## config.mk

```make
export PLATFORM = sky130hd
export DESIGN_NAME = pi_position_controller_flat
export DESIGN_NICKNAME = d
export VERILOG_FILES = /design/src/rtl/pipc_pkg.sv /design/src/rtl/pipc_if.sv /design/src/rtl/pipc_ctrl.sv /design/src/rtl/pipc_dp.sv /design/src/rtl/pi_position_controller.sv /design/src/flat_wrapper.sv
export SDC_FILE = /design/constraint.sdc
export NUM_CORES = 2
export LEC_CHECK = 0
export BUFFER_PORTS_ARGS = -buffer_cell sky130_fd_sc_hd__buf_2
export CAP_MARGIN = 0
export CORE_ASPECT_RATIO = 1.25
export CORE_UTILIZATION = 45
export DETAILED_ROUTE_END_ITERATION = 8
export GPL_ROUTABILITY_DRIVEN = 0
export PLACE_DENSITY = 0.67
export SYNTH_ARGS = -nofsm -noshare
export SYNTH_HDL_FRONTEND = slang
export SYNTH_SLANG_ARGS = --single-unit
export TNS_END_PERCENT = 10
```

## constraint.sdc

```tcl
create_clock -name clk -period 15.91 [get_ports clk]
set_input_delay 0.7955 -clock clk [delete_from_list [all_inputs] [get_ports clk]]
set_output_delay 0.7955 -clock clk [all_outputs]
set_load 0.05 [all_outputs]
```

## src/rtl/pipc_pkg.sv

```systemverilog
// Package for the PI position controller: field widths, register indexes,
// controller states and the command/status structs between controller and datapath.
// No dependencies.
`default_nettype none

package pipc_pkg;

  localparam int ANGLE_W   = 32;
  localparam int DRIVE_W   = 16;
  localparam int GAIN_W    = 32;
  localparam int LIMIT_W   = 15;
  localparam int CFG_IDX_W = 2;
  localparam int CFG_DAT_W = 32;

  localparam int ERR_W   = ANGLE_W + 1;
  localparam int INTEG_W = 48;
  localparam int TERM_W  = 49;
  localparam int INNER_W = 50;
  localparam int NM_W    = 49;
  localparam int IP_W    = 50;
  localparam int SUM_W   = 50;
  localparam int PROD_W  = 2 * GAIN_W;

  localparam logic [GAIN_W-1:0]  PROP_GAIN_RST    = 32'd65536;
  localparam logic [GAIN_W-1:0]  INT_GAIN_RST     = 32'd0;
  localparam logic [LIMIT_W-1:0] WINDUP_LIMIT_RST = 15'd255;
  localparam logic [GAIN_W-1:0]  TICK_SECONDS_RST = 32'd4294967;

  typedef enum logic [CFG_IDX_W-1:0] {
    REG_PROP_GAIN,
    REG_INT_GAIN,
    REG_WINDUP_LIMIT,
    REG_TICK_SECONDS
  } cfg_reg_t;

  typedef enum logic [2:0] {
    MUL_INT_LO,
    MUL_INT_HI,
    MUL_PROP_LO,
    MUL_PROP_HI,
    MUL_ERR_TICK
  } mul_sel_t;

  typedef enum logic [3:0] {
    ST_IDLE,
    ST_PREP,
    ST_MUL_IL,
    ST_MUL_IH,
    ST_TERM,
    ST_INNER,
    ST_ABS,
    ST_MUL_PL,
    ST_MUL_PH,
    ST_CMD,
    ST_CHECK,
    ST_MUL_ERR,
    ST_INCR,
    ST_ACC,
    ST_DONE
  } state_t;

  typedef struct packed {
    logic     load;
    logic     prep;
    mul_sel_t mul_sel;
    logic     rnd_en;
    logic     term_en;
    logic     inner_en;
    logic     abs_en;
    logic     phi_en;
    logic     ip_en;
    logic     drive_en;
    logic     incr_en;
    logic     acc_en;
    logic     out_load;
  } cmd_t;

  typedef struct packed {
    logic win_ok;
  } stat_t;

endpackage

`default_nettype wire

```

## src/rtl/pipc_if.sv

```systemverilog
// Channel interfaces of the PI position controller: input, result and
// configuration write channels. Depends on pipc_pkg.
`default_nettype none

interface pipc_in_if import pipc_pkg::*; ();
  logic                      valid;
  logic                      ready;
  logic signed [ANGLE_W-1:0] target_angle;
  logic signed [ANGLE_W-1:0] measured_angle;
  modport source (output valid, target_angle, measured_angle, input ready);
  modport sink (input valid, target_angle, measured_angle, output ready);
endinterface

interface pipc_out_if import pipc_pkg::*; ();
  logic                      valid;
  logic                      ready;
  logic signed [DRIVE_W-1:0] drive_value;
  modport source (output valid, drive_value, input ready);
  modport sink (input valid, drive_value, output ready);
endinterface

interface pipc_cfg_if import pipc_pkg::*; ();
  logic                 valid;
  logic                 ready;
  logic [CFG_IDX_W-1:0] index;
  logic [CFG_DAT_W-1:0] data;
  modport source (output valid, index, data, input ready);
  modport sink (input valid, index, data, output ready);
endinterface

`default_nettype wire

```

## src/rtl/pipc_ctrl.sv

```systemverilog
// Sequencer of the PI position controller: steps the datapath through one
// control tick and owns the channel handshakes. Depends on pipc_pkg.
`default_nettype none

module pipc_ctrl import pipc_pkg::*; (
  input  wire   clk,
  input  wire   rst_n,
  input  wire   in_valid,
  output logic  in_ready,
  output logic  out_valid,
  input  wire   out_ready,
  input  stat_t stat,
  output cmd_t  cmd
);

  state_t state_r, state_nxt;
  logic   pass_r, pass_nxt;
  logic   out_valid_r, out_valid_nxt;

  always_comb begin
    state_nxt = state_r;
    unique case (state_r)
      ST_IDLE:    if (in_valid) state_nxt = ST_PREP;
      ST_PREP:    state_nxt = ST_MUL_IL;
      ST_MUL_IL:  state_nxt = ST_MUL_IH;
      ST_MUL_IH:  state_nxt = ST_TERM;
      ST_TERM:    state_nxt = ST_INNER;
      ST_INNER:   state_nxt = ST_ABS;
      ST_ABS:     state_nxt = ST_MUL_PL;
      ST_MUL_PL:  state_nxt = ST_MUL_PH;
      ST_MUL_PH:  state_nxt = ST_CMD;
      ST_CMD:     state_nxt = ST_CHECK;
      ST_CHECK:   state_nxt = (!pass_r && stat.win_ok) ? ST_MUL_ERR : ST_DONE;
      ST_MUL_ERR: state_nxt = ST_INCR;
      ST_INCR:    state_nxt = ST_ACC;
      ST_ACC:     state_nxt = ST_PREP;
      ST_DONE:    if (!out_valid_r || out_ready) state_nxt = ST_IDLE;
      default:    state_nxt = ST_IDLE;
    endcase
  end

  always_comb begin
    cmd           = '0;
    cmd.mul_sel   = MUL_INT_LO;
    in_ready      = (state_r == ST_IDLE);
    pass_nxt      = pass_r;
    unique case (state_r)
      ST_IDLE: begin
        cmd.load = in_valid;
        if (in_valid) pass_nxt = 1'b0;
      end
      ST_PREP:    cmd.prep = 1'b1;
      ST_MUL_IL:  cmd.mul_sel = MUL_INT_LO;
      ST_MUL_IH: begin
        cmd.mul_sel = MUL_INT_HI;
        cmd.rnd_en  = 1'b1;
      end
      ST_TERM:    cmd.term_en = 1'b1;
      ST_INNER:   cmd.inner_en = 1'b1;
      ST_ABS:     cmd.abs_en = 1'b1;
      ST_MUL_PL:  cmd.mul_sel = MUL_PROP_LO;
      ST_MUL_PH: begin
        cmd.mul_sel = MUL_PROP_HI;
        cmd.phi_en  = 1'b1;
      end
      ST_CMD:     cmd.ip_en = 1'b1;
      ST_CHECK:   cmd.drive_en = 1'b1;
      ST_MUL_ERR: cmd.mul_sel = MUL_ERR_TICK;
      ST_INCR:    cmd.incr_en = 1'b1;
      ST_ACC: begin
        cmd.acc_en = 1'b1;
        pass_nxt   = 1'b1;
      end
      ST_DONE:    cmd.out_load = !out_valid_r || out_ready;
      default:    cmd.out_load = 1'b0;
    endcase
    priority if (cmd.out_load) begin
      out_valid_nxt = 1'b1;
    end else if (out_ready) begin
      out_valid_nxt = 1'b0;
    end else begin
      out_valid_nxt = out_valid_r;
    end
  end

  assign out_valid = out_valid_r;

  always_ff @(posedge clk) begin
    if (!rst_n) begin
      state_r     <= ST_IDLE;
      pass_r      <= 1'b0;
      out_valid_r <= 1'b0;
    end else begin
      state_r     <= state_nxt;
      pass_r      <= pass_nxt;
      out_valid_r <= out_valid_nxt;
    end
  end

endmodule

`default_nettype wire

```

## src/rtl/pipc_dp.sv

```systemverilog
// Datapath of the PI position controller: configuration registers, held target,
// integral, one shared 32x32 multiplier and the rounding/saturation logic.
// Depends on pipc_pkg.
`default_nettype none

module pipc_dp import pipc_pkg::*; (
  input  wire                       clk,
  input  wire                       rst_n,
  input  cmd_t                      cmd,
  output stat_t                     stat,
  input  wire signed [ANGLE_W-1:0]  target_angle,
  input  wire signed [ANGLE_W-1:0]  measured_angle,
  input  wire                       cfg_we,
  input  wire [CFG_IDX_W-1:0]       cfg_index,
  input  wire [CFG_DAT_W-1:0]       cfg_data,
  output logic signed [DRIVE_W-1:0] drive_value
);

  logic [GAIN_W-1:0]         prop_gain_r, int_gain_r, tick_r;
  logic [LIMIT_W-1:0]        windup_limit_r;
  logic [ANGLE_W-1:0]        held_target_r;
  logic signed [INTEG_W-1:0] integ_r, integ_nxt;
  logic signed [ERR_W-1:0]   err_r;
  logic [ANGLE_W-1:0]        err_mag_r;
  logic [INTEG_W-1:0]        im_r;
  logic                      integ_neg_r;
  logic [GAIN_W-1:0]         mul_a, mul_b;
  logic [PROD_W-1:0]         prod_r;
  logic [GAIN_W:0]           rnd_r;
  logic [TERM_W-1:0]         term_r;
  logic signed [INNER_W-1:0] inner_r, inner_nxt;
  logic [NM_W-1:0]           nm_r;
  logic                      cmd_neg_r;
  logic [GAIN_W-1:0]         p_hi_r, fp_r;
  logic [IP_W-1:0]           ip_r;
  logic [INTEG_W-1:0]        incr_r;
  logic signed [SUM_W-1:0]   sum;
  logic [IP_W:0]             rounded;
  logic [DRIVE_W-1:0]        mag16;
  logic [DRIVE_W-1:0]        drive_r, drive_nxt;
  logic [DRIVE_W-1:0]        out_drive_r;

  always_ff @(posedge clk) begin
    if (!rst_n) begin
      prop_gain_r    <= PROP_GAIN_RST;
      int_gain_r     <= INT_GAIN_RST;
      windup_limit_r <= WINDUP_LIMIT_RST;
      tick_r         <= TICK_SECONDS_RST;
    end else if (cfg_we) begin
      unique case (cfg_reg_t'(cfg_index))
        REG_PROP_GAIN:    prop_gain_r    <= cfg_data[GAIN_W-1:0];
        REG_INT_GAIN:     int_gain_r     <= cfg_data[GAIN_W-1:0];
        REG_WINDUP_LIMIT: windup_limit_r <= cfg_data[LIMIT_W-1:0];
        REG_TICK_SECONDS: tick_r         <= cfg_data[GAIN_W-1:0];
        default:          prop_gain_r    <= prop_gain_r;
      endcase
    end
  end

  always_comb begin
    unique case (cmd.mul_sel)
      MUL_INT_LO: begin
        mul_a = int_gain_r;
        mul_b = im_r[31:0];
      end
      MUL_INT_HI: begin
        mul_a = int_gain_r;
        mul_b = {16'd0, im_r[INTEG_W-1:32]};
      end
      MUL_PROP_LO: begin
        mul_a = prop_gain_r;
        mul_b = nm_r[31:0];
      end
      MUL_PROP_HI: begin
        mul_a = prop_gain_r;
        mul_b = {15'd0, nm_r[NM_W-1:32]};
      end
      MUL_ERR_TICK: begin
        mul_a = err_mag_r;
        mul_b = tick_r;
      end
      default: begin
        mul_a = '0;
        mul_b = '0;
      end
    endcase
  end

  always_ff @(posedge clk) begin
    prod_r <= PROD_W'(mul_a) * PROD_W'(mul_b);
  end

  // integral add with saturation to the 48-bit range
  always_comb begin
    if (err_r[ERR_W-1]) begin
      sum = SUM_W'(integ_r) - $signed({2'b00, incr_r});
    end else begin
      sum = SUM_W'(integ_r) + $signed({2'b00, incr_r});
    end
    if (sum[SUM_W-1:INTEG_W-1] == '0 || sum[SUM_W-1:INTEG_W-1] == '1) begin
      integ_nxt = sum[INTEG_W-1:0];
    end else if (sum[SUM_W-1]) begin
      integ_nxt = {1'b1, {(INTEG_W-1){1'b0}}};
    end else begin
      integ_nxt = {1'b0, {(INTEG_W-1){1'b1}}};
    end
  end

  always_comb begin
    if (integ_neg_r) begin
      inner_nxt = INNER_W'(err_r) - $signed({1'b0, term_r});
    end else begin
      inner_nxt = INNER_W'(err_r) + $signed({1'b0, term_r});
    end
  end

  // round half away from zero, then saturate to the drive range
  always_comb begin
    rounded = {1'b0, ip_r} + (IP_W + 1)'(fp_r[GAIN_W-1]);
    if (cmd_neg_r) begin
      mag16     = (rounded > (IP_W + 1)'(32768)) ? 16'h8000 : rounded[DRIVE_W-1:0];
      drive_nxt = 16'd0 - mag16;
    end else begin
      mag16     = (rounded > (IP_W + 1)'(32767)) ? 16'h7FFF : rounded[DRIVE_W-1:0];
      drive_nxt = mag16;
    end
  end

  always_ff @(posedge clk) begin
    if (!rst_n) begin
      held_target_r <= '0;
      integ_r       <= '0;
    end else if (cmd.load) begin
      if (target_angle != held_target_r) begin
        held_target_r <= target_angle;
        integ_r       <= '0;
      end
    end else if (cmd.acc_en) begin
      integ_r <= integ_nxt;
    end
  end

  always_ff @(posedge clk) begin
    if (cmd.load) begin
      err_r <= ERR_W'(target_angle) - ERR_W'(measured_angle);
    end
    if (cmd.prep) begin
      err_mag_r   <= err_r[ERR_W-1] ? ANGLE_W'(-err_r) : err_r[ANGLE_W-1:0];
      im_r        <= integ_r[INTEG_W-1] ? INTEG_W'(-integ_r) : integ_r;
      integ_neg_r <= integ_r[INTEG_W-1];
    end
    if (cmd.rnd_en) begin
      rnd_r <= (GAIN_W + 1)'(({1'b0, prod_r} + (PROD_W + 1)'(64'h8000_0000)) >> 32);
    end
    if (cmd.term_en) begin
      term_r <= {1'b0, prod_r[INTEG_W-1:0]} + TERM_W'(rnd_r);
    end
    if (cmd.inner_en) begin
      inner_r <= inner_nxt;
    end
    if (cmd.abs_en) begin
      nm_r      <= inner_r[INNER_W-1] ? NM_W'(-inner_r) : inner_r[NM_W-1:0];
      cmd_neg_r <= inner_r[INNER_W-1];
    end
    if (cmd.phi_en) begin
      p_hi_r <= prod_r[PROD_W-1:32];
      fp_r   <= prod_r[31:0];
    end
    if (cmd.ip_en) begin
      ip_r <= {1'b0, prod_r[IP_W-2:0]} + IP_W'(p_hi_r);
    end
    if (cmd.incr_en) begin
      incr_r <= INTEG_W'(({1'b0, prod_r} + (PROD_W + 1)'(16'h8000)) >> 16);
    end
    if (cmd.drive_en) begin
      drive_r <= drive_nxt;
    end
    if (cmd.out_load) begin
      out_drive_r <= drive_r;
    end
  end

  assign stat.win_ok = ip_r < IP_W'(windup_limit_r);
  assign drive_value = out_drive_r;

endmodule

`default_nettype wire

```

## src/rtl/pi_position_controller.sv

```systemverilog
// Top level of the PI position controller with conditional-integration anti-windup.
// Joins the sequencer pipc_ctrl and the datapath pipc_dp; depends on pipc_pkg, pipc_if.
//
//   channel   dir  payload                              handshake
//   in_chan   in   target_angle, measured_angle (Q16.16) valid / ready
//   out_chan  out  drive_value (signed 16)               valid / ready
//   cfg_chan  in   index (2), data (32)                  valid / ready (always ready)
//
// One request evaluates the command once when the command is at or beyond the windup
// limit, and again after the integral is updated; each evaluation uses the single shared
// 32x32 multiplier four times.
// The result sits in an output register, so the next request is taken while it waits.
// Reset is synchronous: configuration returns to its defaults, target and integral clear.
`default_nettype none

module pi_position_controller import pipc_pkg::*; (
  input wire        clk,
  input wire        rst_n,
  pipc_in_if.sink   in_chan,
  pipc_out_if.source out_chan,
  pipc_cfg_if.sink  cfg_chan
);

  cmd_t  cmd;
  stat_t stat;
  logic  in_ready;
  logic  out_valid;

  pipc_ctrl u_ctrl (
    .clk       (clk),
    .rst_n     (rst_n),
    .in_valid  (in_chan.valid),
    .in_ready  (in_ready),
    .out_valid (out_valid),
    .out_ready (out_chan.ready),
    .stat      (stat),
    .cmd       (cmd)
  );

  pipc_dp u_dp (
    .clk            (clk),
    .rst_n          (rst_n),
    .cmd            (cmd),
    .stat           (stat),
    .target_angle   (in_chan.target_angle),
    .measured_angle (in_chan.measured_angle),
    .cfg_we         (cfg_chan.valid),
    .cfg_index      (cfg_chan.index),
    .cfg_data       (cfg_chan.data),
    .drive_value    (out_chan.drive_value)
  );

  assign in_chan.ready  = in_ready;
  assign out_chan.valid = out_valid;
  assign cfg_chan.ready = 1'b1;

  a_one_in_flight: assert property (@(posedge clk) disable iff (!rst_n)
    in_chan.valid && in_ready |=> !in_ready)
    else $error("second request taken while one is in progress");

  a_no_overwrite: assert property (@(posedge clk) disable iff (!rst_n)
    cmd.out_load |-> (!out_valid || out_chan.ready))
    else $error("pending result overwritten");

  a_load_shows: assert property (@(posedge clk) disable iff (!rst_n)
    cmd.out_load |=> out_valid)
    else $error("loaded result not presented");

  a_exclusive: assert property (@(posedge clk) disable iff (!rst_n)
    $onehot0({cmd.load, cmd.acc_en, cmd.out_load, cmd.prep}))
    else $error("conflicting datapath commands");

endmodule

`default_nettype wire

```

## src/flat_wrapper.sv

```systemverilog
// flat-port wrapper written by rule: the top's interface ports become plain ports
module pi_position_controller_flat import pipc_pkg::*;
  (clk, rst_n, in_chan_valid, in_chan_target_angle, in_chan_measured_angle, in_chan_ready, out_chan_valid, out_chan_drive_value, out_chan_ready, cfg_chan_valid, cfg_chan_index, cfg_chan_data, cfg_chan_ready);
  pipc_in_if in_chan_i ();
  pipc_out_if out_chan_i ();
  pipc_cfg_if cfg_chan_i ();
  input wire clk;
  input wire rst_n;
  input wire logic [$bits(in_chan_i.valid)-1:0] in_chan_valid;
  input wire logic [$bits(in_chan_i.target_angle)-1:0] in_chan_target_angle;
  input wire logic [$bits(in_chan_i.measured_angle)-1:0] in_chan_measured_angle;
  output wire logic [$bits(in_chan_i.ready)-1:0] in_chan_ready;
  output wire logic [$bits(out_chan_i.valid)-1:0] out_chan_valid;
  output wire logic [$bits(out_chan_i.drive_value)-1:0] out_chan_drive_value;
  input wire logic [$bits(out_chan_i.ready)-1:0] out_chan_ready;
  input wire logic [$bits(cfg_chan_i.valid)-1:0] cfg_chan_valid;
  input wire logic [$bits(cfg_chan_i.index)-1:0] cfg_chan_index;
  input wire logic [$bits(cfg_chan_i.data)-1:0] cfg_chan_data;
  output wire logic [$bits(cfg_chan_i.ready)-1:0] cfg_chan_ready;
  assign in_chan_i.valid = in_chan_valid;
  assign in_chan_i.target_angle = in_chan_target_angle;
  assign in_chan_i.measured_angle = in_chan_measured_angle;
  assign in_chan_ready = in_chan_i.ready;
  assign out_chan_valid = out_chan_i.valid;
  assign out_chan_drive_value = out_chan_i.drive_value;
  assign out_chan_i.ready = out_chan_ready;
  assign cfg_chan_i.valid = cfg_chan_valid;
  assign cfg_chan_i.index = cfg_chan_index;
  assign cfg_chan_i.data = cfg_chan_data;
  assign cfg_chan_ready = cfg_chan_i.ready;
  pi_position_controller u_core (.clk(clk), .rst_n(rst_n), .in_chan(in_chan_i), .out_chan(out_chan_i), .cfg_chan(cfg_chan_i));
endmodule
```

Word-level counts from Yosys, hierarchy flattened
Cells that the tools add are included.
- bits in registers: 751
- bits of input ports: 103
- logic and storage cells: 128
- add/sub/neg operators: 14
- $mul: 1
- magnitude comparators: 3
- equal/unequal tests: 26
- mux-type cells: 36
- reduce and logical (&&, ||, !) cells: 22
- operators with widths (cell ; number):
    $mux W48 ; 5
    $pmux W32 S5 ; 1
    $mux W50 ; 2
    $pmux W32 S3 ; 1
    $add A64 B32 Y65 const B ; 1
    $add A64 B16 Y64 const B ; 1
    $mul A32 B32 Y64 ; 1
    $pmux W4 S15 ; 1
    $add A50 B1 Y51 ; 1
    $gt A51 B15 Y1 const B ; 1
    $gt A51 B16 Y1 const B ; 1
    $add A33 B50 Y50 ; 1
    $add A48 B49 Y50 ; 1
    $add A49 B32 Y50 ; 1
    $lt A50 B15 Y1 ; 1
    $sub A33 B50 Y50 ; 1
    $sub A48 B49 Y50 ; 1
    $add A48 B33 Y49 ; 1
    $mux W49 ; 1
    $neg A49 Y49 ; 1
    $mux W16 ; 3
    $neg A48 Y48 ; 1
    $mux W47 ; 1
    $sub A32 B32 Y33 ; 1
    28 further kinds ; 71

Logic depth before layout (Yosys ltp)
- depth in word-level cells: 7
- mapped depth: 41
- mapped depth without buffers: 36

Modules after synthesis
From an unflattened synthesis, not the netlist that was laid out.
- cells, all modules: 8276
- area total of the unflattened synthesis: 75539.9 µm²
- by module, submodules not included (module ; instances ; cells an instance ; area each (µm²) ; seq. area each (µm²)):
    pipc_dp ; 1 ; 8208 ; 75055.7 ; 18888.1
    pipc_ctrl ; 1 ; 66 ; 473.0 ; 120.1
    pi_position_controller ; 1 ; 2 ; 11.3 ; 0.0

Least setup slack after synthesis
No wires, ideal clock.
- kind: reg-to-reg
- start point: register u_core.u_ctrl.state_r[2]
- end point: register u_core.u_dp.prod_r[60]
- data arrival time: 9.831 ns
- required time: 15.838 ns
- setup slack: 6.007 ns
- stages on the path, launching flop included: 35
- path buffers: 4
- clock period less this slack: 9.903 ns
- cell sequence: dfxtp_1 -> clkbuf_1 -> nor3_1 -> clkbuf_1 -> nand2_1 -> nand4_1 -> clkbuf_1 -> nand2_1 -> fa_1 -> inv_1 -> fa_1 -> inv_1 -> fa_1 -> inv_1 -> fa_1 -> fa_1 -> fa_1 -> fa_1 -> inv_1 -> fa_1 -> inv_1 -> ha_1 -> clkbuf_1 -> nand2_1 -> nor2_1 -> a221oi_1 -> o211a_1 -> nand4b_1 -> a31oi_1 -> a31oi_1 -> o41ai_1 -> a311oi_1 -> a21o_1 -> a21oi_1 -> xnor2_1
- cells in the longest elaborated chain, start to end: 6
- elaborated cells between the ends (all ways): 15
- those cells by class: mul (1); eq/ne (8); mux (3); reduce/logical (3)
- RTL lines (what ; RTL line ; source):
    start, declared ; pipc_ctrl.sv:16 ; state_t state_r, state_nxt;
    start signal, assigned ; pipc_ctrl.sv:94 ; state_r <= state_nxt;
    $eq A4 B4 Y1, or another cell as far along ; pipc_ctrl.sv:47 ; unique case (state_r)
    $pmux W3 S4 (*) ; pipc_ctrl.sv:47 ;
    $eq A3 B2 Y1, or another cell as far along ; pipc_dp.sv:61 ; unique case (cmd.mul_sel)
    $reduce_or A2 Y1 (no line) ; - ;
    $pmux W32 S3 ; pipc_dp.sv:61 ;
    $mul A32 B32 Y64 (*) ; pipc_dp.sv:90 ; prod_r <= PROD_W'(mul_a) * PROD_W'(mul_b);
    end signal, assigned ; pipc_dp.sv:90 ;
    end, declared ; pipc_dp.sv:28 ; logic [PROD_W-1:0] prod_r;
Every way passes the cells marked *; elsewhere a longest branch is shown, timed or not.
A chain may end at the register's enable or synchronous reset.

Worst setup path after layout
Same ends and word-level chain as after synthesis.

==> summary.txt <==
STA
  • Max_slew headroom: roughly 6%
  • Worst Max-Slew Pin Slew: 1410 ps
  • Hold Vio Cnt, Final: 0
  • RSZ-0062 raised after global routing: no
  • Period minus WS final: between 10000 and 15000 ps
  • Setup violators final: 0
  • Sum Neg Setup Slack: 0 ps
  • Fin crit share: approximately 70%
  • Pins Over Slew Limit: 0
  • Clock Skew: ~44 ps
  • Fmax: between 0.08 and 0.09 GHz

Critical path
  • FF-to-FF Start: u_core.u_ctrl.state_r[2]
  • Worst R2R Path Depth: 35
  • Max incr delay on CP: around 770 ps
  • Critical R2R Capture: u_core.u_dp.prod_r[60]
  • Required time worst endpoint: about 17000 ps
  • Cell mode on critical path: fa_1
  • Critical Path Source: u_core.u_ctrl.state_r[2]
  • R2R setup slack: about 4700 ps
  • Startpoint types: register
  • Worst setup endpoint: u_core.u_dp.prod_r[60]
  • Worst Setup End Kind: register
  • WS Path Type: register to register
  • Worst Path Max Fanout: 33
  • CP Data Arrival Time: about 12000 ps
  • Slowest CP cell: nand2_1

Floorplan
  • Initial Utilization: roughly 45%
  • Core footprint: around 160000 sq um
  • Row count: approximately 170
  • Die W: 366 um
  • Die ar.: approximately 170000 sq um
  • # IOs: about 120
  • Die Y-Extent: ~460 um

Clocking
  • TritonCTS buffer count: slightly above 70
  • Root buffer cell: clkbuf_16
  • Total clock sinks: just over 700
  • Clock Path Buffers: 3
  • Worst-path clk slew: 70 ps
  • Skew-Pair Late Insertion Delay: 720 ps
  • # Post-CTS Setup Buffers: 0
  • Post-CTS Resized: 0
  • CTS tree: yes
  • H-tree depth: 3
  • Hold_buf cts: 0

Run
  • Max Cap Viol: 0

Pwr
  • Total Power: just over 7 mW
  • P per Cell Area: 88.3 nW/um^2
  • LEAKAGE: about 36 nW
  • Worst vdd rail ir drop: ~0.08 mV

Detailed routing
  • Met3 WL: around 25 mm
  • DR iter-0 viols: about 6.0k
  • Via count: slightly above 60k
  • Post-Route M1 WL: approximately 87 mm
  • Final WL: ~250 mm
  • Final ANT Viol Nets: 0
  • TritonRoute pass-1 iters: 9
  • Mean routed wirelength per cell: around 24 um
  • Vias per inst: 5.81
  • DR WL met2: between 100 and 150 mm
  • DR top layer: met5
  • DR DRC count: 0

Outcome
  • Run status: completed

Placed design
  • Area after DPL: between 70000 and 80000 sq um
  • DP Wirelength: roughly 200 mm
  • Placed Cells: 10.3k
  • I/O Buffers: 120

Synthesis
  • Ys Warns: 0
  • Sequential share of the synthesized area: 25.5%
  • Cell Area, Synth: roughly 74000 sq um
  • Netlist cell types: 88
  • Main flop type after synthesis: edfxtp_1
  • FFs w/ async S/R, synth: 0%
  • EDFF count, synth: ~460
  • Seq cells post-synth: 720
  • Syn Area/Cell: 9.06 sq um
  • Post-Syn Nets: between 9k and 10k
  • Mapped Cells: about 8.2k

Final layout
  • Most frequent cells in the layout: inv_1, nand2_1, fa_1
  • Share of cells above drive strength 1: between 5 and 6%
  • Area delta synth->final: 7.43%
  • Nets: approximately 9.6k
  • Fin util: 48.8%
  • Post-Layout Cell Count: 10.4k
  • Most common cell after layout, fill and taps aside: inv_1
  • Fin area: around 80000 sq um

Worst hold path
  • Hold Path Class: input port to register
  • HP Start: cfg_chan_data[26]

Global routing
  • Initial antenna violation count: 8
  • Remaining global-route overflow: 0
  • GRT Overall Usage: 30.3%
  • Largest net degree at the start of global routing: 98
  • First-pass GRT wire length: 376 mm
  • Vias in the first global route: between 60k and 70k
layer usage:
metal | global-route usage, % | vias to the layer above
met5 | 0 | -
met4 | 25.7 | 2
met3 | 7.93 | 1000
met2 | 47.5 | 3124
met1 | 34.4 | 29663
li1 | - | 26641
worst max-delay path: cells and delay by family (launching register included):
kind / cells / cell delay, ps
adder cells (fa/ha/maj): 9 / 4610
AND/OR/NAND/NOR: 9 / 2490
flip-flops: 1 / 570
AO/OA/AOI/OAI: 9 / 2470
buffers and inverters: 7 / 830
XOR/XNOR: 1 / 130
cell families (layout without fill, tap and decap cells):
group                      after synthesis  in the layout  synth area share (%)
and+or+nand+nor                       2695           2695                  16.0
buffers and inverters                 1514           1526                  7.65
adders and majority gates             1383           1383                  32.3
AOI/OAI and AO/OA                     1242           1242                  10.7
DFF                                    720            720                  25.5
xor gates and xnor gates               612            612                  7.20
muxes                                   41             41                 0.553
other                                    1              6               0.00504
power breakdown:
group | switching (mW) | total (mW) | internal [mW]
clock network | 0.826 | 1.84 | 1.02
logic | 1.79 | 2.74 | 0.952
registers | 0.266 | 2.47 | 2.20
state kept, by name, indices dropped and copies added (netlist names), 4 cells and up:
signal and cells:
u_core.u_dp.prod_r 64, u_core.u_dp.inner_r 50, u_core.u_dp.ip_r 50, u_core.u_dp.nm_r 49, u_core.u_dp.term_r 49, u_core.u_dp.im_r 48, u_core.u_dp.incr_r 48, u_core.u_dp.integ_r 48
u_core.u_dp.err_r 33, u_core.u_dp.rnd_r 33, u_core.u_dp.err_mag_r 32, u_core.u_dp.held_target_r 32, u_core.u_dp.int_gain_r 32, u_core.u_dp.p_hi_r 32, u_core.u_dp.prop_gain_r 32, u_core.u_dp.tick_r 32
u_core.u_dp.drive_r 16, u_core.u_dp.drive_value 16, u_core.u_dp.windup_limit_r 15, u_core.u_ctrl.state_r 4
worst min path at each step:
stage	end	slack [ps]	cells after the start
detailed placement	u_core.u_dp.drive_value[15]	410	0
CTS	u_core.u_dp.int_gain_r[26]	320	3
floorplan	u_core.u_dp.drive_value[0]	400	0
global placement	u_core.u_dp.drive_value[5]	410	0
finish	u_core.u_dp.int_gain_r[26]	330	3
global route	u_core.u_dp.tick_r[24]	340	3
per-stage QoR:
stage          setup WS (ps)  hold slack [ps]
2_1_floorplan           6010              400
3_3_place_gp            5000              406
3_5_place_dp            4800              409
4_1_cts                 4770              320
5_1_grt                 4110              339
6_report                4680              331
synth_stat cells, drive strengths merged (10+ instances only):
cell type / instances / share of area (%)
and3: 51 / 0.43
o21ai: 185 / 1.3
clkbuf: 338 / 1.7
nor2: 897 / 4.5
ha: 482 / 8.1
a21oi: 441 / 3.0
xnor2: 464 / 5.5
and4: 32 / 0.38
o21bai: 29 / 0.29
a21boi: 10 / 0.10
o31ai: 53 / 0.53
fa: 901 / 24
a311oi: 10 / 0.12
or3: 53 / 0.47
a211oi: 21 / 0.21
and2: 73 / 0.61
a221o: 13 / 0.17
a221oi: 38 / 0.45
o211ai: 30 / 0.30
dfxtp: 261 / 7.0
a31oi: 32 / 0.27
nand2: 1082 / 5.5
nor3: 97 / 0.66
edfxtp: 459 / 19
nor4: 38 / 0.36
a22oi: 73 / 0.74
nand4: 77 / 0.65
xor2: 148 / 1.7
inv: 1152 / 5.8
or2: 32 / 0.27
nand3: 105 / 0.71
o21a: 50 / 0.50
a21o: 163 / 1.6
nor2b: 37 / 0.31
o41ai: 25 / 0.29
mux2i: 40 / 0.54
nand2b: 67 / 0.58
buf: 23 / 0.13
or4: 25 / 0.27
area by class of cell:
cell class	count	area, sq um
fill	15154	83900
multi-input combinational	5974	49800
sequential	720	19000
inverter	1153	4330
tap	2184	2730
clock buffer	85	1930
timing repair buffer	240	1500
clock inverter	48	584
antenna	5	12.5
No activity file was read; power rests on OpenSTA's default activity.
